===== config.mk =====
export PLATFORM = sky130hd
export DESIGN_NAME = rmq_fifo
export DESIGN_NICKNAME = d
export VERILOG_FILES = /design/src/rtl/core/rmq_pkg.sv /design/src/rtl/core/rmq_fifo.sv
export SDC_FILE = /design/constraint.sdc
export NUM_CORES = 1
export LEC_CHECK = 0
export BUFFER_PORTS_ARGS = -buffer_cell sky130_fd_sc_hd__buf_2
export CORE_ASPECT_RATIO = 1.4
export CORE_MARGIN = 2
export CORE_UTILIZATION = 45
export DETAILED_ROUTE_END_ITERATION = 10
export GPL_TIMING_DRIVEN = 0
export PLACE_DENSITY = 0.74
export SYNTH_ARGS = -nofsm -noshare
export SYNTH_HDL_FRONTEND = slang
export SYNTH_SLANG_ARGS = --single-unit

===== constraint.sdc =====
create_clock -name i_clk -period 7.95 [get_ports i_clk]
set_input_delay 0.3975 -clock i_clk [delete_from_list [all_inputs] [get_ports i_clk]]
set_output_delay 0.3975 -clock i_clk [all_outputs]
set_load 0.02 [all_outputs]

===== src/rtl/core/rmq_pkg.sv =====
`default_nettype none
// ----------------------------------------------------------------------------
// Rotation matrix to quaternion package
// Shared types for the classifier front end and the arithmetic back end.
// ----------------------------------------------------------------------------
package rmq_pkg;

    typedef enum logic [1:0] {
        BR_W = 2'd0,
        BR_X = 2'd1,
        BR_Y = 2'd2,
        BR_Z = 2'd3
    } t_branch;

    // Fraction bits of every element and component (Q2.14).
    localparam int FRAC_BITS = 14;
    localparam int ELEM_W = 16;
    // Radicand needs at most 18 bits signed (2^14 + 3 * 2^15).
    localparam int RAD_W  = 20;
    localparam int DIFF_W = 17;

    typedef struct packed {
        t_branch                    branch;
        logic                       bad;
        logic signed [RAD_W-1:0]    rad;
        logic signed [DIFF_W-1:0]   d0;
        logic signed [DIFF_W-1:0]   d1;
        logic signed [DIFF_W-1:0]   d2;
    } t_job;

endpackage
`default_nettype wire


===== src/rtl/core/rmq_fifo.sv =====
`default_nettype none
// ----------------------------------------------------------------------------
// Job queue
// Two-entry skid stage between front and back end.
// ----------------------------------------------------------------------------
module rmq_fifo (
    input  wire             i_clk,
    input  wire             i_rst_n,
    input  wire             i_push,
    input  rmq_pkg::t_job   i_job,
    input  wire             i_pop,
    output logic            o_valid,
    output rmq_pkg::t_job   o_job,
    output logic            o_empty
);
    rmq_pkg::t_job r_mem [2];
    logic r_wp, r_rp;
    logic [1:0] r_cnt;
    logic do_pop;

    assign do_pop  = i_pop && (r_cnt != 2'd0);
    assign o_valid = (r_cnt != 2'd0);
    assign o_job   = r_mem[r_rp];
    assign o_empty = (r_cnt == 2'd0);

    always_ff @(posedge i_clk) begin
        if (!i_rst_n) begin
            r_wp <= 1'b0; r_rp <= 1'b0; r_cnt <= 2'd0;
        end else begin
            if (i_push) begin
                r_wp <= ~r_wp;
            end
            if (do_pop) begin
                r_rp <= ~r_rp;
            end
            r_cnt <= r_cnt + 2'(i_push) - 2'(do_pop);
        end
        if (i_push) begin
            r_mem[r_wp] <= i_job;
        end
    end
endmodule
`default_nettype wire


## Word-level counts from Yosys, hierarchy flattened

Memory sizes are Yosys's and may differ from the RTL's. A register that Yosys moved wholly into a read port is not among the register bits.
Cells that the tools add are included.
W data, S select, Z words.

| storage, ports and cells | value |
|---|---|
| bits in registers | 4 |
| bits in latches | 0 |
| RAM bits | 148 |
| memory bits (read-only) | 0 |
| input port bits | 78 |
| output and inout bits | 76 |
| word-level logic and storage cells | 15 |
| memories kept | 1 |

Memory list:

| name | depth | bits a word | rd ports | clocked after Yosys merged registers in | wr ports | RTL line | text |
|---|---|---|---|---|---|---|---|
| r_mem | 2 | 74 | 1 | 1 | 1 | rmq_fifo.sv:16 | `rmq_pkg::t_job r_mem [2];` |

| operators by class | value |
|---|---|
| add/subtract/negate cells | 2 |
| multipliers | 0 |
| div/mod/pow operators | 0 |
| order comparisons | 0 |
| equal/unequal tests | 0 |
| shift-type cells | 0 |
| muxes and demuxes | 4 |
| bitwise logic cells | 2 |
| reduce and logical (&&, ||, !) cells | 3 |

Operators by type and width:

| operator | count |
|---|---|
| $mux W1 | 4 |
| $add A2 B1 Y2 | 1 |
| $logic_not A2 Y1 | 1 |
| $not A1 Y1 | 2 |
| $reduce_bool A2 Y1 | 1 |
| $sub A2 B1 Y2 | 1 |
| $logic_and A1 B1 Y1 | 1 |

## Logic depth before layout (Yosys ltp)

| logic depth | value |
|---|---|
| depth in word-level cells | 4 |
| depth in mapped cells | 6 |
| mapped depth without buffers | 6 |

## Least setup slack after synthesis

No wires, ideal clock.

| path | value |
|---|---|
| kind | input to register |
| from | input port i_push |
| to | memory r_mem[0][0] (netlist bit), enable pin |
| library setup time | 516 ps |
| data arrival time | 3,670 ps |
| path slack | 3,764 ps |
| stages | 1 |
| cell sequence | nor2b_1 |

| on the way | value |
|---|---|
| longest elaborated chain between the ends | 2 |

Ends and longest elaborated chain:

| element | RTL line | text |
|---|---|---|
| start, declared | rmq_fifo.sv:9 | `input wire i_push,` |
| $mux W1 | rmq_fifo.sv:38 | `if (i_push) begin` |
| $mux W1 (not written as such) | rmq_fifo.sv:39 | `r_mem[r_wp] <= i_job;` |
| end, declared | rmq_fifo.sv:16 |  |

Every way passes these cells.

==> summary.md <==
| Metric | Value |
|---|---|
| Status | finished, final reports clean |
| H-Tree Level Count | 4 |
| DR pass1 iterations | 4 |
| Vias in the first global route | 3101 |
| Die H | 139 µm |
| Vias after detailed routing | 2891 |
| R2r startpoint | r_wp |
| Most frequent cells in the layout | 154 x buf_2, 148 x edfxtp_1, 60 x mux2_4 |
| Fill cell count | 1000 |
| Number of synthesized register bits | between 150 and 200 |
| Worst r2r dst | r_mem[0][64] |
| P&R area growth vs syn | 27.5% |
| Total Die Area | 13900 µm² |
| Sequential fraction of the synthesis area | between 70% and 80% |
| Final Hold Fails | 0 |
| Dominant cell type by area after synthesis | edfxtp_1 |
| HP Class | in -> reg |
| CTS tree | done |
| Peak Freq | 0.497 GHz |
| Fin util | about 58% |
| Final setup viols | 0 |
| Final GP Congestion | 0.703 |
| Worst hold start | i_job[35] |
| Clock Latency Late Sink | around 0.40 ns |
| Setup Buffers After CTS | 0 |
| # rows | 49 |
| Via-per-instance ratio | 4.87 |
| Static Leak | 2.95 nW |
| I/O pins | 154 |
| Buffers on Ports | 153 |
| Post-route clock skew | 0.00562 ns |
| GRT Total Usage | 14.8% |
| Peak supply drop | 0.219 mV |
| Initial DRC Count | approximately 150 |
| Critical path class | reg -> out |
| Cts repair resizes | 0 |
| Hold EP | r_mem[0][35] |
| Mapped Nets | 333 |
| Least-Margin Pin Slew | 0.711 ns |
| Pwr/cell area | 302 nW/µm² |
| Tcrit/Tclk final | approximately a quarter |
| DIE WIDTH | 100 µm |
| Critical Path RT | between 7 and 8 ns |
| Hold depth | 1 |
| Post-route ant nets | 0 |
| Reg2reg setup slack | 6.39 ns |
| Longest Clk Path Bufs | 2 |
| Syn_area_per_cell | 23.0 µm² |
| # Max-Cap Violations | 0 |
| Worst-path maximum fanout | 10 |
| Share of layout cells above drive strength 1 | about 62% |
| Unrepaired setup endpoints after global routing | no |
| Slew HR | between 50% and 60% |
| Initial cell density of the core | 45.7% |
| Commonest non-fill, non-tap cell in the layout | buf_2 |
| Final TNS setup | 0 ns |
| Routed len/inst | between 15 and 20 µm |
| Cells after synthesis | ~250 |
| Total grt overflow | 0 |
| Post-Syn Area | 5830 µm² |
| CP Capture Type | output pin |
| Cts hold-fix bufs | 0 |
| Core area | 12800 µm² |
| Synth warnings | 0 |
| Ant. Diodes | 0 |
| Drt drc | 0 |
| Pin count of the biggest net entering global routing | 42 |
| Worst r2r path cells | 2 |
| Final wirelength | 9910 µm |
| Post-layout minimum cycle time | 2.01 ns |
| Library cells used by synthesis | 16 |
| Area contributors post-synth | edfxtp_1 76%, mux2_4 15%, mux2_2 2.7%, dfxtp_1 1.7%, buf_6 1.4% |
| DPL Wire Length | approximately 6600 µm |
| Initial antenna violation count | 0 |
| Num CTS Buffers | 17 |
| Slew Viols, Final | 0 |
| CTS sink cnt | 153 |
| Final nets | 508 |
| Share of the synthesized area in the top cell type | 76.3% |
| First-pass GRT wire length | ~15000 µm |
| Worst-path clk slew | 0.07 ns |
| Crit path DAT | 1.61 ns |
| Crit start category | register |
| Root Buffer Master | clkbuf_16 |
[power breakdown]
part           leakage (nW)  internal (mW)  total, mW  switching (mW)
clock network         0.276          0.440      0.769           0.329
registers              1.43          0.937      0.952          0.0154
logic                  1.24          0.249      0.521           0.272
total                  2.95           1.63       2.24           0.615
[state kept, by name (all words and copies together) (netlist names), named ones only]
name   count
r_rp       1
r_cnt      2
r_mem    148
r_wp       1
[routing by layer]
layer / vias up / GRT usage [%] / share of wire (%)
li1: 1354 / - / -
met1: 1415 / 16.5 / 37
met2: 102 / 25.2 / 54
met3: 20 / 4.33 / 5.6
met4: 0 / 7.57 / 2.7
met5: - / 0 / 0
[worst max-delay path by stage]
stage,slack [ns],to,cells past startpoint,startpoint
4_1_cts,5.90,o_job[16],4,register
5_1_grt,5.84,o_job[22],4,register
6_report,5.94,o_job[18],4,register
3_5_place_dp,6.13,r_mem[0][34],3,i_push
3_3_place_gp,1.88,r_mem[0][55],2,i_push
2_1_floorplan,3.76,r_mem[0][0],1,i_push
[layout make-up]
class,instances,area (µm²),area share [%]
flip-flops and latches,153,4540,61.2
multi-input cells,89,1200,16.1
repair buffers,156,833,11.2
clock buffers,18,429,5.78
well taps,153,191,2.58
clock inverters,14,139,1.87
plain buffers,8,83.8,1.13
inverters,3,11.3,0.152
[worst max-delay path, cell delays in order, from the launching register on]
cell,delay [ns]
dfxtp_1,0.34
buf_6,0.18
buf_6,0.20
mux2_4,0.32
buf_2,0.16
[metrics by stage]
stage               cells  worst slack, ns  total power [mW]  hold WS (ns)  area [µm²]
floorplan             253             3.76              1.35         0.452        5830
global placement      559             1.88              1.49         0.462        6790
detailed placement    562             6.13              1.50         0.479        6860
CTS                   594             5.90              2.27         0.154        7430
global route          594             5.84              2.33         0.155        7430
finish                594             5.94              2.24         0.176        7430
[kinds of logic (layout without fill, tap and decap cells)]
kind of cell               Yosys count  in the layout  synth area share, %
AOI/OAI and AO/OA                    2              2                0.258
adders and majority gates            2              2                0.429
muxes                               76             76                 18.5
buffers and inverters               11            199                 1.63
and+or+nand+nor                      8              8                0.816
xor gates and xnor gates             1              1                0.386
DFF                                153            153                 78.0
[synthesized netlist by cell type]
cell,instances
inv_1,3
xnor3_1,1
or2_2,1
buf_6,7
nor2b_1,3
mux2_2,14
o21a_1,2
mux2_4,60
edfxtp_1,148
ha_1,2
buf_2,1
nand2_1,1
nand2b_1,1
and2_1,2
dfxtp_1,5
mux2i_1,2
No activity file was read; power rests on OpenSTA's default activity.
