<file path="src/rtl/core/rmq_pkg.sv">
`default_nettype none
// ----------------------------------------------------------------------------
// Rotation matrix to quaternion package
// Shared types for the classifier front end and the arithmetic back end.
// ----------------------------------------------------------------------------
package rmq_pkg;

    typedef enum logic [1:0] {
        BR_W = 2'd0,
        BR_X = 2'd1,
        BR_Y = 2'd2,
        BR_Z = 2'd3
    } t_branch;

    // Fraction bits of every element and component (Q2.14).
    localparam int FRAC_BITS = 14;
    localparam int ELEM_W = 16;
    // Radicand needs at most 18 bits signed (2^14 + 3 * 2^15).
    localparam int RAD_W  = 20;
    localparam int DIFF_W = 17;

    typedef struct packed {
        t_branch                    branch;
        logic                       bad;
        logic signed [RAD_W-1:0]    rad;
        logic signed [DIFF_W-1:0]   d0;
        logic signed [DIFF_W-1:0]   d1;
        logic signed [DIFF_W-1:0]   d2;
    } t_job;

endpackage
`default_nettype wire

</file>
<file path="src/rtl/core/rmq_front.sv">
`default_nettype none
// ----------------------------------------------------------------------------
// Front end
// Picks the branch by trace and diagonal, forms the radicand and the three
// off-diagonal sums or differences, and registers the job.
// ----------------------------------------------------------------------------
module rmq_front (
    input  wire                   i_clk,
    input  wire                   i_rst_n,
    input  wire                   i_valid,
    input  wire signed [15:0]     i_m_xx, i_m_xy, i_m_xz,
    input  wire signed [15:0]     i_m_yx, i_m_yy, i_m_yz,
    input  wire signed [15:0]     i_m_zx, i_m_zy, i_m_zz,
    output logic                  o_valid,
    output rmq_pkg::t_job         o_job
);
    localparam int FRAC_BITS = rmq_pkg::FRAC_BITS;
    localparam int RW = rmq_pkg::RAD_W;
    localparam int DW = rmq_pkg::DIFF_W;
    localparam logic signed [RW-1:0] ONE = RW'(1) <<< FRAC_BITS;

    logic signed [RW-1:0] xx, yy, zz, tr;
    logic signed [DW-1:0] xy, xz, yx, yz, zx, zy;
    rmq_pkg::t_job n_job, r_job;
    logic r_valid;

    always_comb begin
        xx = RW'(i_m_xx); yy = RW'(i_m_yy); zz = RW'(i_m_zz);
        xy = DW'(i_m_xy); xz = DW'(i_m_xz); yx = DW'(i_m_yx);
        yz = DW'(i_m_yz); zx = DW'(i_m_zx); zy = DW'(i_m_zy);
        tr = xx + yy + zz;
        if (tr > 0) begin
            n_job.branch = rmq_pkg::BR_W;
            n_job.rad = ONE + tr;
            n_job.d0 = yz - zy; n_job.d1 = zx - xz; n_job.d2 = xy - yx;
        end else if (xx > yy && xx > zz) begin
            n_job.branch = rmq_pkg::BR_X;
            n_job.rad = ONE + xx - yy - zz;
            n_job.d0 = yz - zy; n_job.d1 = xy + yx; n_job.d2 = zx + xz;
        end else if (yy > zz) begin
            n_job.branch = rmq_pkg::BR_Y;
            n_job.rad = ONE + yy - xx - zz;
            n_job.d0 = zx - xz; n_job.d1 = xy + yx; n_job.d2 = yz + zy;
        end else begin
            n_job.branch = rmq_pkg::BR_Z;
            n_job.rad = ONE + zz - xx - yy;
            n_job.d0 = xy - yx; n_job.d1 = zx + xz; n_job.d2 = yz + zy;
        end
        n_job.bad = (n_job.rad <= 0);
    end

    always_ff @(posedge i_clk) begin
        if (!i_rst_n) begin
            r_valid <= 1'b0;
        end else begin
            r_valid <= i_valid;
        end
        r_job <= n_job;
    end

    assign o_valid = r_valid;
    assign o_job   = r_job;
endmodule
`default_nettype wire

</file>
<file path="config.mk">
export PLATFORM = sky130hd
export DESIGN_NAME = rmq_front
export DESIGN_NICKNAME = d
export VERILOG_FILES = /design/src/rtl/core/rmq_pkg.sv /design/src/rtl/core/rmq_front.sv
export SDC_FILE = /design/constraint.sdc
export NUM_CORES = 1
export LEC_CHECK = 0
export BUFFER_PORTS_ARGS = -buffer_cell sky130_fd_sc_hd__buf_4
export CAP_MARGIN = 20
export CORE_MARGIN = 5
export CORE_UTILIZATION = 64
export CTS_CLUSTER_DIAMETER = 100
export CTS_CLUSTER_SIZE = 25
export DETAILED_ROUTE_END_ITERATION = 8
export HOLD_SLACK_MARGIN = 0.08
export PLACE_DENSITY = 0.89
export SLEW_MARGIN = 20
export SYNTH_ARGS = -nofsm -noshare
export SYNTH_HDL_FRONTEND = slang
export SYNTH_SLANG_ARGS = --single-unit
</file>
<file path="constraint.sdc">
create_clock -name i_clk -period 11.5 [get_ports i_clk]
set_input_delay 1.15 -clock i_clk [delete_from_list [all_inputs] [get_ports i_clk]]
set_output_delay 1.15 -clock i_clk [all_outputs]
set_load 0.02 [all_outputs]
</file>
=== Word-level counts from Yosys, hierarchy flattened ===
Cells that the tools add are included.

* Reductions and logical operators: 2
* Bitwise logic cells: 0
* Shift-type cells: 0
* Multipliers: 0
* $lt $le $gt $ge: 5
* Multiplexer cells: 5
* Add/sub/neg operators: 18
* Divide/modulo/power cells: 0
* Eq/ne operators: 0

{| class="wikitable"
|+ Operators with widths
! kind !! number
|-
| $mux W71 || 3
|-
| $add A16 B16 Y17 || 4
|-
| $sub A18 B16 Y19 || 3
|-
| $sub A17 B16 Y18 || 3
|-
| $add A16 B16 Y17 const A || 3
|-
| $sub A16 B16 Y17 || 3
|-
| $gt A16 B16 Y1 || 3
|-
| $le A20 B1 Y1 const B || 1
|-
| $add A16 B18 Y19 const A || 1
|-
| $add A17 B16 Y18 || 1
|-
| $gt A18 B1 Y1 const B || 1
|-
| $mux W1 || 2
|-
| $reduce_or A2 Y1 || 1
|-
| $logic_and A1 B1 Y1 || 1
|}

* RAM bits: 0
* Latch bits: 0
* Memories kept: 0
* Output and inout port bits: 75
* Word-level logic and storage cells: 38
* Register bits: 75
* Memory bits (read-only): 0

=== Longest topological paths before layout ===
Gate-level depths: netlist of run 1.

* Depth in word-level cells: 7
* Depth in mapped cells: 23
* Mapped depth without buffers: 22

=== Worst setup path before layout of run 1 ===
Ideal clock, no wire load.

* Path type: input -> register
* From: in i_m_xx[1]
* To: reg r_job (netlist bit o_job[71])
* Path slack: 6376 ps
* Path buffers: 1
* Cell stages on the path: 21
* Data arrival time: 5040 ps
* Library setup time: 84 ps
* Cell sequence: fa_1 ha_1 fa_1 a21oi_1 and3b_1 o31ai_4 o21a_1 nand2b_1 o22ai_1 xnor2_1 inv_1 ha_1 nand2_1 nor4_4 a31oi_2 nand2b_1 inv_2 buf_6 o211ai_1 nand3_1 o31ai_2

{| class="wikitable"
|+ RTL lines
! what !! line !! RTL
|-
| from (decl) || rmq_front.sv:11 || <nowiki>input wire signed [15:0] i_m_xx, i_m_xy, i_m_xz,</nowiki>
|-
| to (signal assigned) || rmq_front.sv:58 || <nowiki>r_job <= n_job;</nowiki>
|-
| to (decl) || rmq_front.sv:24 || <nowiki>rmq_pkg::t_job n_job, r_job;</nowiki>
|}

==> reports/summary.log, run 1 <==
INFO  die            core.rowCount=54
INFO  synth          ys_seq_area_frac=0.105
INFO  route          drc=0
INFO  die            start_util=0.648
INFO  die            total_die_area=25100squm
INFO  job            maxCapViolations=0
INFO  timing         unrepaired_setup_endpoints_after_global_routing=no
INFO  route          first_iter_violations=927
INFO  clocking       postCtsSetupBuffers=0
INFO  clocking       cts-buffers-inserted=9
INFO  setup_path     timing.critical_path.from=i_m_xx[2]
INFO  power          p_leak=8.08nW
INFO  timing         timing.fmax=0.169GHz
INFO  layout         finish.cell_count_without_fillers=2190
INFO  layout         fin_nets=2423
INFO  grt            grt_pass1_wl=62500um
INFO  synth          synth_area_leaders=sky130_fd_sc_hd__ha_1 26%, sky130_fd_sc_hd__fa_1 11%, sky130_fd_sc_hd__dfxtp_1 11%, sky130_fd_sc_hd__inv_1 5.9%, sky130_fd_sc_hd__xnor2_1 5.0%
INFO  synth          yosys.area.top_type_share=0.261
INFO  setup_path     cp-start-kind=primary input
INFO  layout         most_frequent_cells_in_the_layout=294 x sky130_fd_sc_hd__ha_1, 227 x sky130_fd_sc_hd__buf_4, 220 x sky130_fd_sc_hd__inv_1
INFO  timing         final_period_minus_worst_setup_slack=5.91ns
INFO  timing         tns=0ns
INFO  layout         layout_commonest_cell=sky130_fd_sc_hd__ha_1
INFO  layout         post_route_cells_drive_above_1_share=0.145
INFO  power          worst_ir_drop_vdd=0.121mV
INFO  route          detail_route.first_pass.iterations=6
INFO  clocking       cts_root_buf=sky130_fd_sc_hd__clkbuf_16
INFO  grt            grt_remaining_overflow=0
INFO  placement      numPlacedInstances=2173
INFO  synth          syn_nets=2232
INFO  timing         final_hold_viol_count=0
INFO  clocking       postCtsHoldBufs=0
INFO  synth          syn-cell-area=14100squm
INFO  layout         fin_area=16300squm
INFO  setup_path     critical_path_required=11.78ns
INFO  timing         worstMarginPinSlew=0.932ns
INFO  timing         final-setup-viol-count=0
INFO  route          final_routed_wirelength_across_all_metal_layers=39400um
INFO  worst_hold_path hp-start=i_valid
INFO  timing         final.period_utilization=0.514
INFO  placement      hpwl_reported_at_the_end_of_detailed_placement=32600um
INFO  placement      gp_congestion=1.03
INFO  die            core_region_area=21800squm
INFO  die            design.portCount=222
INFO  route          ant_nets=0
INFO  synth          synth_top_flop_cell=sky130_fd_sc_hd__dfxtp_1
INFO  setup_path     startpoint_to_endpoint_class_of_the_critical_path=in2reg
INFO  clocking       cts-resized-gates=0
INFO  clocking       cts.clk_slew.worst_paths=0.07ns
INFO  clocking       cts.htree.levels=3
INFO  worst_hold_path hold_path.class=in2reg
INFO  synth          synth_warnings=0
INFO  timing         max-slew-margin-rel=0.363
INFO  setup_path     worst_setup_path_end_kind=flip-flop
INFO  setup_path     timing.critical_path.arrival=6.18ns
INFO  grt            first_global_vias=12.8k
INFO  route          avgRoutedWirePerCell=18.0um
INFO  power          cellPowerDensity=139nW/um^2
INFO  setup_path     timing.critical_path.fanout_max=61
INFO  grt            grtUsageTotal=0.307
INFO  synth          ys_async_sr_fraction=0
INFO  route          vias_after_detailed_routing=13.0k
INFO  synth          synth_area_per_cell=8.23squm
INFO  synth          synth.ff_latch_count=74
INFO  synth          yosysTopAreaCell=sky130_fd_sc_hd__ha_1
INFO  clocking       cts_tree=yes
INFO  synth          number_of_enable_type_register_cells_in_the_synthesized_netlist=0
INFO  outcome        status=complete, no violations
INFO  layout         area.growth.synth_to_final=15.4%
INFO  route          routed_via_density=5.92
INFO  die            die_height=158um
INFO  placement      placement.cell_area=16000squm
INFO  layout         filler_cell_count=1638
INFO  power          power=2.26mW
INFO  synth          synth.lib_cells_used.distinct=82
INFO  placement      buffer_ports.inserted=221
INFO  clocking       clock_sink_count=74
INFO  grt            grt_max_degree=62
INFO  timing         drv_slew=0
INFO  die            die_w=158um
INFO  synth          syn_inst=1713
INFO  clocking       cts_buffer_depth=2
INFO  grt            initial_antenna_violation_count=1
==> cells by family (layout without fill, tap and decap cells) <==
family	count (synthesis)	in the layout	share of synthesized area
AOI/OAI and AO/OA	441	441	0.199
xor gates and xnor gates	119	119	0.0750
adders and majority gates	372	372	0.372
buffers and inverters	270	466	0.0733
DFF	74	74	0.105
muxes	53	53	0.0392
other	0	1	0
and+or+nand+nor	384	384	0.137
==> layout make-up <==
type / count / area [sq um] / share of cell area
sequential: 74 / 1480 / 0.0910
inverter: 223 / 837 / 0.0514
timing repair buffer: 227 / 1700 / 0.105
tap: 280 / 350 / 0.0215
clock inverter: 6 / 41.3 / 0.00254
antenna: 1 / 2.50 / 0.000154
multi-input combinational: 1369 / 11600 / 0.714
clock buffer: 10 / 239 / 0.0147
==> state kept, by name, indices dropped and copies added, names as in the netlist <==
signal / cells
o_valid: 1
o_job: 73
==> power breakdown <==
| group | switching [mW] | leakage, nW | internal [mW] |
|---|---|---|---|
| Combinational | 0.915 | 7.33 | 0.651 |
| Sequential | 0.0500 | 0.623 | 0.371 |
| Clock | 0.123 | 0.131 | 0.152 |
| Total | 1.09 | 8.08 | 1.17 |
==> worst max-delay path, stage by stage <==
cell	delay [ns]
sky130_fd_sc_hd__buf_4	0.14
sky130_fd_sc_hd__fa_1	0.69
sky130_fd_sc_hd__ha_1	0.30
sky130_fd_sc_hd__a211oi_1	0.25
sky130_fd_sc_hd__nor2_1	0.09
sky130_fd_sc_hd__o22ai_2	0.24
sky130_fd_sc_hd__a31oi_1	0.18
sky130_fd_sc_hd__a221oi_1	0.60
sky130_fd_sc_hd__o21bai_1	0.11
sky130_fd_sc_hd__a21oi_1	0.19
sky130_fd_sc_hd__xor2_1	0.14
sky130_fd_sc_hd__ha_1	0.22
sky130_fd_sc_hd__nand2_1	0.11
sky130_fd_sc_hd__nor4_4	0.06
sky130_fd_sc_hd__a31oi_4	0.19
sky130_fd_sc_hd__buf_4	0.34
sky130_fd_sc_hd__buf_4	0.61
sky130_fd_sc_hd__nor3_1	0.11
sky130_fd_sc_hd__a211oi_1	0.23
sky130_fd_sc_hd__a21oi_1	0.06
sky130_fd_sc_hd__a21oi_1	0.12
==> metal layers <==
| layer | track usage | wire length (um) | up-vias |
|---|---|---|---|
| li1 | - | - | 6240 |
| met1 | 0.392 | 16000 | 6027 |
| met2 | 0.507 | 18300 | 558 |
| met3 | 0.0652 | 3410 | 136 |
| met4 | 0.126 | 1750 | 0 |
| met5 | 0 | 0 | - |
==> Yosys cell counts, types with 19 or more instances <==
| library cell | instances |
|---|---|
| sky130_fd_sc_hd__a211oi_1 | 22 |
| sky130_fd_sc_hd__a21o_1 | 23 |
| sky130_fd_sc_hd__a21oi_1 | 123 |
| sky130_fd_sc_hd__clkbuf_1 | 37 |
| sky130_fd_sc_hd__dfxtp_1 | 74 |
| sky130_fd_sc_hd__fa_1 | 78 |
| sky130_fd_sc_hd__ha_1 | 294 |
| sky130_fd_sc_hd__inv_1 | 220 |
| sky130_fd_sc_hd__mux2i_1 | 35 |
| sky130_fd_sc_hd__nand2_1 | 97 |
| sky130_fd_sc_hd__nand3_1 | 21 |
| sky130_fd_sc_hd__nor2_1 | 102 |
| sky130_fd_sc_hd__nor2b_1 | 29 |
| sky130_fd_sc_hd__nor3_1 | 24 |
| sky130_fd_sc_hd__nor4_1 | 19 |
| sky130_fd_sc_hd__o21ai_0 | 82 |
| sky130_fd_sc_hd__o21ai_1 | 38 |
| sky130_fd_sc_hd__o21bai_1 | 24 |
| sky130_fd_sc_hd__xnor2_1 | 81 |
| sky130_fd_sc_hd__xor2_1 | 36 |
==> worst paths after layout <==
path                                  to  slack (ns)  depth (start not counted)
worst min-delay path  o_valid$_SDFF_PN0_        1.01                          2
worst max-delay path   o_job[19]$_DFF_P_        5.59                         21
==> per-stage QoR <==
stage                     hold slack (ns)  worst slack, ns   util
after floorplan                      1.27             6.38      -
after global placement               1.36             5.45  0.735
after detailed placement             1.36             5.34  0.735
after CTS                            1.01             5.66  0.748
after global routing                 1.00             5.23  0.748
final                                1.01             5.59  0.748
Power figures use the tool's default switching activity.
==> run 2, diff against run 1 <==
--- a/config.mk
+++ b/config.mk
@@ -5,15 +5,16 @@
 export SDC_FILE = /design/constraint.sdc
 export NUM_CORES = 1
 export LEC_CHECK = 0
+export ABC_AREA = 1
 export BUFFER_PORTS_ARGS = -buffer_cell sky130_fd_sc_hd__buf_4
 export CAP_MARGIN = 20
 export CORE_MARGIN = 5
-export CORE_UTILIZATION = 64
+export CORE_UTILIZATION = 60
 export CTS_CLUSTER_DIAMETER = 100
 export CTS_CLUSTER_SIZE = 25
 export DETAILED_ROUTE_END_ITERATION = 8
 export HOLD_SLACK_MARGIN = 0.08
-export PLACE_DENSITY = 0.89
+export PLACE_DENSITY = 0.83
 export SLEW_MARGIN = 20
 export SYNTH_ARGS = -nofsm -noshare
 export SYNTH_HDL_FRONTEND = slang
==> constraint.sdc (replaced) <==
create_clock -name i_clk -period 6.1 [get_ports i_clk]
set_input_delay 0.61 -clock i_clk [delete_from_list [all_inputs] [get_ports i_clk]]
set_output_delay 0.61 -clock i_clk [all_outputs]
set_load 0.02 [all_outputs]
==> run 2 against run 1 <==
Compared with the run above:
- first-iteration DRC count increased by 73%
- clock-buffer cell count down 1
- sequential share of layout area is 0.47 points lower
- via count increased by 17%
- non-clock buffer count decreased by 1
- largest cell class unchanged
- critical path type unchanged
==> reports/summary.log, run 2 <==
INFO  setup_path     startpoint_to_endpoint_class_of_the_critical_path=in2reg [unchanged]
INFO  clocking       cts.clk_slew.worst_paths=0.06ns [was 0.07 ns]
INFO  route          vias_after_detailed_routing=15.2k [was 13.0k]
INFO  setup_path     worst_path_largest_cell_delay=0.56ns [was 0.69 ns]
INFO  setup_path     critPathMostFrequentCell=sky130_fd_sc_hd__nand2_1
INFO  setup_path     timing.critical_path.fanout_max=35 [was 61]
INFO  die            core_region_area=24500squm [was 21800 sq um]
INFO  clocking       cts.htree.levels=3 [unchanged]
INFO  worst_hold_path hold_path_depth=3 [was 2]
INFO  placement      gp_congestion=0.985 [was 1.03]
INFO  synth          number_of_enable_type_register_cells_in_the_synthesized_netlist=0 [unchanged]
INFO  clocking       cts_root_buf=sky130_fd_sc_hd__clkbuf_16 [unchanged]
INFO  clocking       cts-resized-gates=0 [unchanged]
INFO  synth          post-synth-top-count-cell=sky130_fd_sc_hd__nand2_1 [was sky130_fd_sc_hd__ha_1]
INFO  timing         hold-worst-slack=0.456ns [was 1.01 ns]
INFO  die            die_w=168um [was 158 um]
INFO  route          detail_route.first_pass.iterations=9 [was 6]
INFO  clocking       postCtsSetupBuffers=0 [unchanged]
INFO  layout         area.growth.synth_to_final=14.4% [was 15.4%]
INFO  die            start_util=0.613 [was 0.648]
INFO  synth          synth.ff_latch_count=74 [unchanged]
INFO  clocking       clock_sink_count=74 [unchanged]
INFO  timing         final_hold_viol_count=0 [unchanged]
INFO  setup_path     timing.critical_path.buf_inv=6 [was 3]
INFO  route          routed_via_density=5.63 [was 5.92]
INFO  timing         unrepaired_setup_endpoints_after_global_routing=no [unchanged]
INFO  layout         layout_commonest_cell=sky130_fd_sc_hd__nand2_1 [was sky130_fd_sc_hd__ha_1]
INFO  power          power=4.64mW [was 2.26 mW]
INFO  power          p_leak=9.43nW [was 8.08 nW]
INFO  placement      buffer_ports.inserted=221 [unchanged]
INFO  synth          synth_warnings=0 [unchanged]
INFO  layout         post_route_cells_drive_above_1_share=0.121 [was 0.145]
INFO  worst_hold_path hold_path.class=in2reg [unchanged]
INFO  grt            initial_antenna_violation_count=1 [unchanged]
INFO  placement      hpwl_reported_at_the_end_of_detailed_placement=41200um [was 32600 um]
INFO  die            design.portCount=222 [unchanged]
INFO  job            maxCapViolations=0 [unchanged]
INFO  synth          synth_area_per_cell=6.92squm [was 8.23 sq um]
INFO  timing         worstMarginPinSlew=0.619ns [was 0.932 ns]
INFO  grt            grtUsageTotal=0.328 [was 0.307]
INFO  synth          syn_inst=2170 [was 1713]
INFO  route          ant_nets=0 [unchanged]
INFO  route          drc=0 [unchanged]
INFO  layout         fin_area=17200squm [was 16300 sq um]
INFO  synth          ys_async_sr_fraction=0 [unchanged]
INFO  grt            grt_remaining_overflow=0 [unchanged]
INFO  layout         fin_nets=2881 [was 2423]
INFO  timing         final.period_utilization=0.792
INFO  setup_path     critical_path_required=6.32ns [was 11.78 ns]
INFO  setup_path     worst_setup_path_end_kind=flip-flop [unchanged]
INFO  timing         drv_slew=0 [unchanged]
INFO  timing         final_period_minus_worst_setup_slack=4.83ns
INFO  synth          synth_area_leaders=sky130_fd_sc_hd__ha_1 25%, sky130_fd_sc_hd__nand2_1 12%, sky130_fd_sc_hd__fa_1 10%, sky130_fd_sc_hd__dfxtp_1 9.9%, sky130_fd_sc_hd__inv_1 8.0% [was sky130_fd_sc_hd__ha_1 26%, sky130_fd_sc_hd__fa_1 11%, sky130_fd_sc_hd__dfxtp_1 11%, sky130_fd_sc_hd__inv_1 5.9%, sky130_fd_sc_hd__xnor2_1 5.0%]
INFO  synth          ys_seq_area_frac=0.0987 [was 0.105]
INFO  power          worst_ir_drop_vdd=0.273mV [was 0.121 mV]
INFO  route          first_iter_violations=1607 [was 927]
INFO  placement      placement.cell_area=16800squm [was 16000 sq um]
INFO  die            total_die_area=28300squm [was 25100 sq um]
INFO  clocking       cts-buffers-inserted=9 [unchanged]
INFO  clocking       cts_buffer_depth=2 [unchanged]
INFO  grt            first_global_vias=14.6k [was 12.8k]
INFO  route          avgRoutedWirePerCell=17.9um [was 18.0 um]
INFO  layout         most_frequent_cells_in_the_layout=476 x sky130_fd_sc_hd__nand2_1, 318 x sky130_fd_sc_hd__inv_1, 294 x sky130_fd_sc_hd__ha_1 [was 294 x sky130_fd_sc_hd__ha_1, 227 x sky130_fd_sc_hd__buf_4, 220 x sky130_fd_sc_hd__inv_1]
INFO  timing         max-slew-margin-rel=0.585 [was 0.363]
INFO  setup_path     cp-start-kind=primary input [unchanged]
INFO  setup_path     worstSetupPathDepth=31 [was 21]
INFO  die            die_height=168um [was 158 um]
INFO  placement      place_ws=0.960ns [was 5.34 ns]
INFO  synth          synth.lib_cells_used.distinct=53 [was 82]
INFO  synth          syn_nets=2689 [was 2232]
INFO  grt            grt_pass1_wl=75400um [was 62500 um]
INFO  setup_path     critical_path.top_delay_family=simple AND/OR/NAND/NOR gates [was compound AO/OA/AOI/OAI gates]
INFO  timing         timing.fmax=0.207GHz
INFO  layout         largest_reg_flops=73 [unchanged]
INFO  synth          yosysTopAreaCell=sky130_fd_sc_hd__ha_1 [unchanged]
INFO  synth          synth_top_flop_cell=sky130_fd_sc_hd__dfxtp_1 [unchanged]
INFO  timing         layout_setup_ws=1.27ns [was 5.59 ns]
INFO  synth          syn-cell-area=15000squm [was 14100 sq um]
INFO  grt            grt_max_degree=38 [was 62]
INFO  layout         antennaDiodeCount=0 [was 1]
INFO  route          final_routed_wirelength_across_all_metal_layers=48100um [was 39400 um]
INFO  synth          yosys.area.top_type_share=0.245 [was 0.261]
INFO  timing         tns=0ns [unchanged]
INFO  synth          synth_common_cells=476 x sky130_fd_sc_hd__nand2_1, 318 x sky130_fd_sc_hd__inv_1, 294 x sky130_fd_sc_hd__ha_1 [was 294 x sky130_fd_sc_hd__ha_1, 220 x sky130_fd_sc_hd__inv_1, 123 x sky130_fd_sc_hd__a21oi_1]
INFO  clocking       postCtsHoldBufs=0 [unchanged]
INFO  setup_path     worst_path_max_delay_cell=sky130_fd_sc_hd__fa_1 [unchanged]
INFO  outcome        status=complete, no violations [unchanged]
INFO  die            core.rowCount=57 [was 54]
INFO  power          cellPowerDensity=270nW/um^2 [was 139 nW/um^2]
INFO  setup_path     timing.critical_path.arrival=5.05ns [was 6.18 ns]
INFO  clocking       cts_tree=yes [unchanged]
INFO  timing         final-setup-viol-count=0 [unchanged]
-- run 2: cell count changes in the layout (fill, tap and decap cells not counted), sizes merged, moves of 47 or more --
cell / previous run / this run
nand2: 97 / 487
nand3: 21 / 131
inv: 223 / 328
a21oi: 124 / 194
xnor2: 82 / 21
nor2: 103 / 157
xor2: 37 / 84
-- run 2: metal layers --
metal	vias to the layer above	track usage	share of wire
li1	7341	-	-
met1	6904	0.477	0.44
met2	823	0.477	0.41
met3	88	0.0950	0.13
met4	2	0.0840	0.027
met5	-	0	0.00015
-- run 2: through the flow --
step,cells,util
finish,2690,0.702
detailed placement,2675,0.689
floorplan,2170,-
CTS,2690,0.702
global placement,2675,0.689
global route,2690,0.702
-- run 2: worst paths after layout --
| kind | startpoint | to | slack, ns |
|---|---|---|---|
| max | i_m_xx[4] | o_job[47]$_DFF_P_ | 1.27 |
| min | i_valid | o_valid$_SDFF_PN0_ | 0.46 |
-- run 2: kinds of logic (layout without fill, tap and decap cells) --
kind of cell / Yosys count / in the layout / share of synthesized area
multiplexers: 5 / 5 / 0.00334
XOR/XNOR: 105 / 105 / 0.0613
AO/OA/AOI/OAI: 401 / 401 / 0.149
AND/OR/NAND/NOR: 839 / 839 / 0.239
adder cells (fa/ha/maj): 372 / 372 / 0.349
flip-flops: 74 / 74 / 0.0987
buffers and inverters: 374 / 570 / 0.0998
-- run 2: power breakdown --
part           switching (mW)  internal [mW]
logic                    2.09           1.16
clock network           0.208          0.357
registers               0.123          0.698
total                    2.42           2.22
-- run 2: area by class of cell --
cell class | count | area [sq um]
fillers | 2152 | 7300
well taps | 324 | 405
inverters | 329 | 1240
repair buffers | 226 | 1700
multi-input cells | 1722 | 12000
clock buffers | 9 | 225
flip-flops and latches | 74 | 1480
clock inverters | 6 | 92.6
==> run 3, diff against run 2 <==
--- a/config.mk
+++ b/config.mk
@@ -9,12 +9,12 @@
 export BUFFER_PORTS_ARGS = -buffer_cell sky130_fd_sc_hd__buf_4
 export CAP_MARGIN = 20
 export CORE_MARGIN = 5
-export CORE_UTILIZATION = 60
+export CORE_UTILIZATION = 55
 export CTS_CLUSTER_DIAMETER = 100
 export CTS_CLUSTER_SIZE = 25
 export DETAILED_ROUTE_END_ITERATION = 8
 export HOLD_SLACK_MARGIN = 0.08
-export PLACE_DENSITY = 0.83
+export PLACE_DENSITY = 0.8
 export SLEW_MARGIN = 20
 export SYNTH_ARGS = -nofsm -noshare
 export SYNTH_HDL_FRONTEND = slang
==> constraint.sdc (replaced) <==
create_clock -name i_clk -period 3.95 [get_ports i_clk]
set_input_delay 0.395 -clock i_clk [delete_from_list [all_inputs] [get_ports i_clk]]
set_output_delay 0.395 -clock i_clk [all_outputs]
set_load 0.02 [all_outputs]
==> run 3 against run 2 <==
Compared with the run above:
- clock power rose by 70%
- sequential share of layout area shrank 0.77 points
- clock-buffer cell count grew 1
- worst hold slack got worse by 0.21 ns
- non-clock buffer count up 156
- global-route usage grew 0.24 points
- via count up 5.1%
- combinational power grew 85%
- setup slack got worse by 1.2 ns
- routed wire length is 11% higher
- final area is 9.8% higher
- first-iteration DRC count rose by 8.1%
- critical endpoint is now o_job[71]$_DFF_P_
==> reports/summary.log, run 3 (synthesis results as in run 2) <==
INFO  layout         fin_nets=3038 [was 2881]
INFO  grt            grtUsageTotal=0.330 [was 0.328]
INFO  layout         most_frequent_cells_in_the_layout=446 x sky130_fd_sc_hd__nand2_1, 370 x sky130_fd_sc_hd__buf_4, 314 x sky130_fd_sc_hd__inv_1 [was 476 x sky130_fd_sc_hd__nand2_1, 318 x sky130_fd_sc_hd__inv_1, 294 x sky130_fd_sc_hd__ha_1]
INFO  grt            grtUsageMet1=0.480 [was 0.477]
INFO  setup_path     timing.critical_path.arrival=4.13ns [was 5.05 ns]
INFO  grt            initial_antenna_violation_count=1 [unchanged]
INFO  timing         tns=0ns [unchanged]
INFO  power          netSwitchingFraction=0.505 [was 0.521]
INFO  die            total_die_area=30700squm [was 28300 sq um]
INFO  clocking       cts.htree.levels=3 [unchanged]
INFO  layout         filler_cell_count=2330 [was 2152]
INFO  power          power.net_switching=4.15mW [was 2.42 mW]
INFO  die            design.portCount=222 [unchanged]
INFO  clocking       cts.clk_slew.worst_paths=0.06ns [about the same]
INFO  setup_path     worst_path_max_delay_cell=sky130_fd_sc_hd__fa_1 [unchanged]
INFO  route          drc=0 [unchanged]
INFO  setup_path     worst_setup_path_endpoint=o_job[71]$_DFF_P_ [was o_job[47]$_DFF_P_]
INFO  power          pwr-share-comb=0.730 [was 0.701]
INFO  setup_path     worst_setup_path_end_kind=flip-flop [unchanged]
INFO  clocking       cts-buffers-inserted=9 [unchanged]
INFO  outcome        status=complete, no violations [unchanged]
INFO  grt            met3_usage=0.0729 [was 0.0950]
INFO  placement      gp_congestion=1.03 [was 0.985]
INFO  setup_path     worstSetupPathDepth=30 [was 31]
INFO  setup_path     critPathMostFrequentCell=sky130_fd_sc_hd__nand2_1 [unchanged]
INFO  timing         max-slew-margin-rel=0.574 [was 0.585]
INFO  setup_path     cp-start-kind=primary input [unchanged]
INFO  setup_path     worst_path_largest_cell_delay=0.56ns [about the same]
INFO  die            die_height=175um [was 168 um]
INFO  power          worst_ir_drop_vdd=0.408mV [was 0.273 mV]
INFO  grt            grt_max_degree=26 [was 38]
INFO  clocking       cts_buffer_depth=2 [unchanged]
INFO  power          internal-power=4.07mW [was 2.22 mW]
INFO  grt            grt_remaining_overflow=0 [unchanged]
INFO  layout         antennaDiodeCount=0 [unchanged]
INFO  placement      placement.cell_area=18000squm [was 16800 sq um]
INFO  setup_path     timing.critical_path.from=i_m_xx[11] [was i_m_xx[4]]
INFO  layout         layout_commonest_cell=sky130_fd_sc_hd__nand2_1 [unchanged]
INFO  grt            grt_pass1_wl=81300um [was 75400 um]
INFO  grt            met2_usage=0.501 [was 0.477]
INFO  die            core_region_area=26900squm [was 24500 sq um]
INFO  setup_path     critical_path.top_delay_family=simple AND/OR/NAND/NOR gates [unchanged]
INFO  layout         largest_reg_flops=73 [unchanged]
INFO  power          pwr-share-seq=0.154 [was 0.177]
INFO  timing         drv_slew=0 [unchanged]
INFO  power          p_leak=10.3nW [was 9.43 nW]
INFO  layout         area.growth.synth_to_final=25.7% [was 14.4%]
INFO  layout         fin_area=18900squm [was 17200 sq um]
INFO  timing         worstMarginPinSlew=0.631ns [was 0.619 ns]
INFO  route          final_routed_wirelength_across_all_metal_layers=53500um [was 48100 um]
INFO  setup_path     timing.critical_path.fanout_max=7 [was 35]
INFO  power          clkPwrFrac=0.116 [was 0.122]
INFO  clocking       cts_root_buf=sky130_fd_sc_hd__clkbuf_16 [unchanged]
INFO  placement      buffer_ports.inserted=221 [unchanged]
INFO  route          routed_via_density=5.56 [was 5.63]
INFO  die            start_util=0.558 [was 0.613]
INFO  job            maxCapViolations=0 [unchanged]
INFO  grt            first_global_vias=15.1k [was 14.6k]
INFO  placement      place_ws=-0.329ns [was 0.960 ns]
INFO  grt            top_usage_layer=met2 [unchanged]
INFO  setup_path     timing.critical_path.buf_inv=4 [was 6]
INFO  route          ant_nets=0 [unchanged]
INFO  timing         final_hold_viol_count=0 [unchanged]
INFO  layout         utilization=0.702 [about the same]
INFO  timing         unrepaired_setup_endpoints_after_global_routing=yes [was no]
INFO  power          cellPowerDensity=436nW/um^2 [was 270 nW/um^2]
INFO  setup_path     startpoint_to_endpoint_class_of_the_critical_path=in2reg [unchanged]
INFO  timing         layout_setup_ws=0.0593ns [was 1.27 ns]
INFO  setup_path     critical_path_required=4.19ns [was 6.32 ns]
INFO  clocking       cts_tree=yes [unchanged]
INFO  timing         hold-worst-slack=0.246ns [was 0.456 ns]
INFO  layout         post_route_cells_drive_above_1_share=0.203 [was 0.121]
INFO  timing         final.period_utilization=0.985
INFO  route          detail_route.first_pass.iterations=6 [was 9]
INFO  worst_hold_path hold_path.class=in2reg [unchanged]
INFO  placement      hpwl_reported_at_the_end_of_detailed_placement=45200um [was 41200 um]
INFO  clocking       clock_sink_count=74 [unchanged]
INFO  timing         final-setup-viol-count=0 [unchanged]
INFO  timing         timing.fmax=0.257GHz
INFO  route          first_iter_violations=1737 [was 1607]
INFO  die            core.rowCount=60 [was 57]
INFO  route          vias_after_detailed_routing=15.9k [was 15.2k]
INFO  die            die_w=175um [was 168 um]
INFO  clocking       postCtsHoldBufs=0 [unchanged]
INFO  timing         final_period_minus_worst_setup_slack=3.89ns
INFO  route          avgRoutedWirePerCell=18.7um [was 17.9 um]
-- run 3: cell types whose count changed in the layout (fill, tap and decap cells not counted), sizes merged --
cell      previous run  this run
clkbuf               9        11
bufinv               2         3
clkinvlp             2         0
buf                226       381
nand3              131       132
inv                328       329
-- run 3: worst min path at each step --
| stage | depth (start not counted) | from | end |
|---|---|---|---|
| 2_1_floorplan | 2 | i_valid | o_valid$_SDFF_PN0_ |
| 3_3_place_gp | 3 | i_valid | o_valid$_SDFF_PN0_ |
| 3_5_place_dp | 3 | i_valid | o_valid$_SDFF_PN0_ |
| 4_1_cts | 3 | i_valid | o_valid$_SDFF_PN0_ |
| 5_1_grt | 3 | i_valid | o_valid$_SDFF_PN0_ |
| 6_report | 3 | i_valid | o_valid$_SDFF_PN0_ |
-- run 3: cell type report --
class	instances	area [sq um]	share of cell area
multi-input combinational	1723	12400	0.657
timing repair buffer	382	2980	0.158
sequential	74	1480	0.0786
inverter	329	1240	0.0658
tap	341	427	0.0226
clock buffer	10	229	0.0121
clock inverter	6	113	0.00597
-- run 3: layer usage --
layer	vias to the layer above	part of all wire
li1	7684	-
met1	7345	0.44
met2	815	0.43
met3	80	0.11
met4	2	0.023
met5	-	0.00036
-- run 3: timing repair --
item | CTS | global route
endpoints found under the hold margin | 0 | 0
setup buffers | 0 | 15
endpoints found under the setup margin | 0 | 72
gates resized for setup | 0 | 99
-- run 3: power by group through the flow --
stage	Sequential, mW	Combinational (mW)	Clock (mW)
after floorplan	1.59	2.86	0
after global placement	1.27	5.40	0
after detailed placement	1.26	5.46	0
after CTS	1.26	5.49	0.954
after global routing	1.27	6.46	0.990
final	1.26	6.00	0.957
-- run 3: tightest hold or removal path, stage by stage --
cell	delay [ns]
sky130_fd_sc_hd__buf_4	0.08
sky130_fd_sc_hd__nand2_1	0.04
sky130_fd_sc_hd__inv_1	0.04
-- run 3: metrics by stage --
| stage | total power, mW | cells |
|---|---|---|
| 2_1_floorplan | 4.45 | 2170 |
| 3_3_place_gp | 6.67 | 2833 |
| 3_5_place_dp | 6.72 | 2833 |
| 4_1_cts | 7.70 | 2849 |
| 5_1_grt | 8.72 | 2865 |
| 6_report | 8.22 | 2865 |
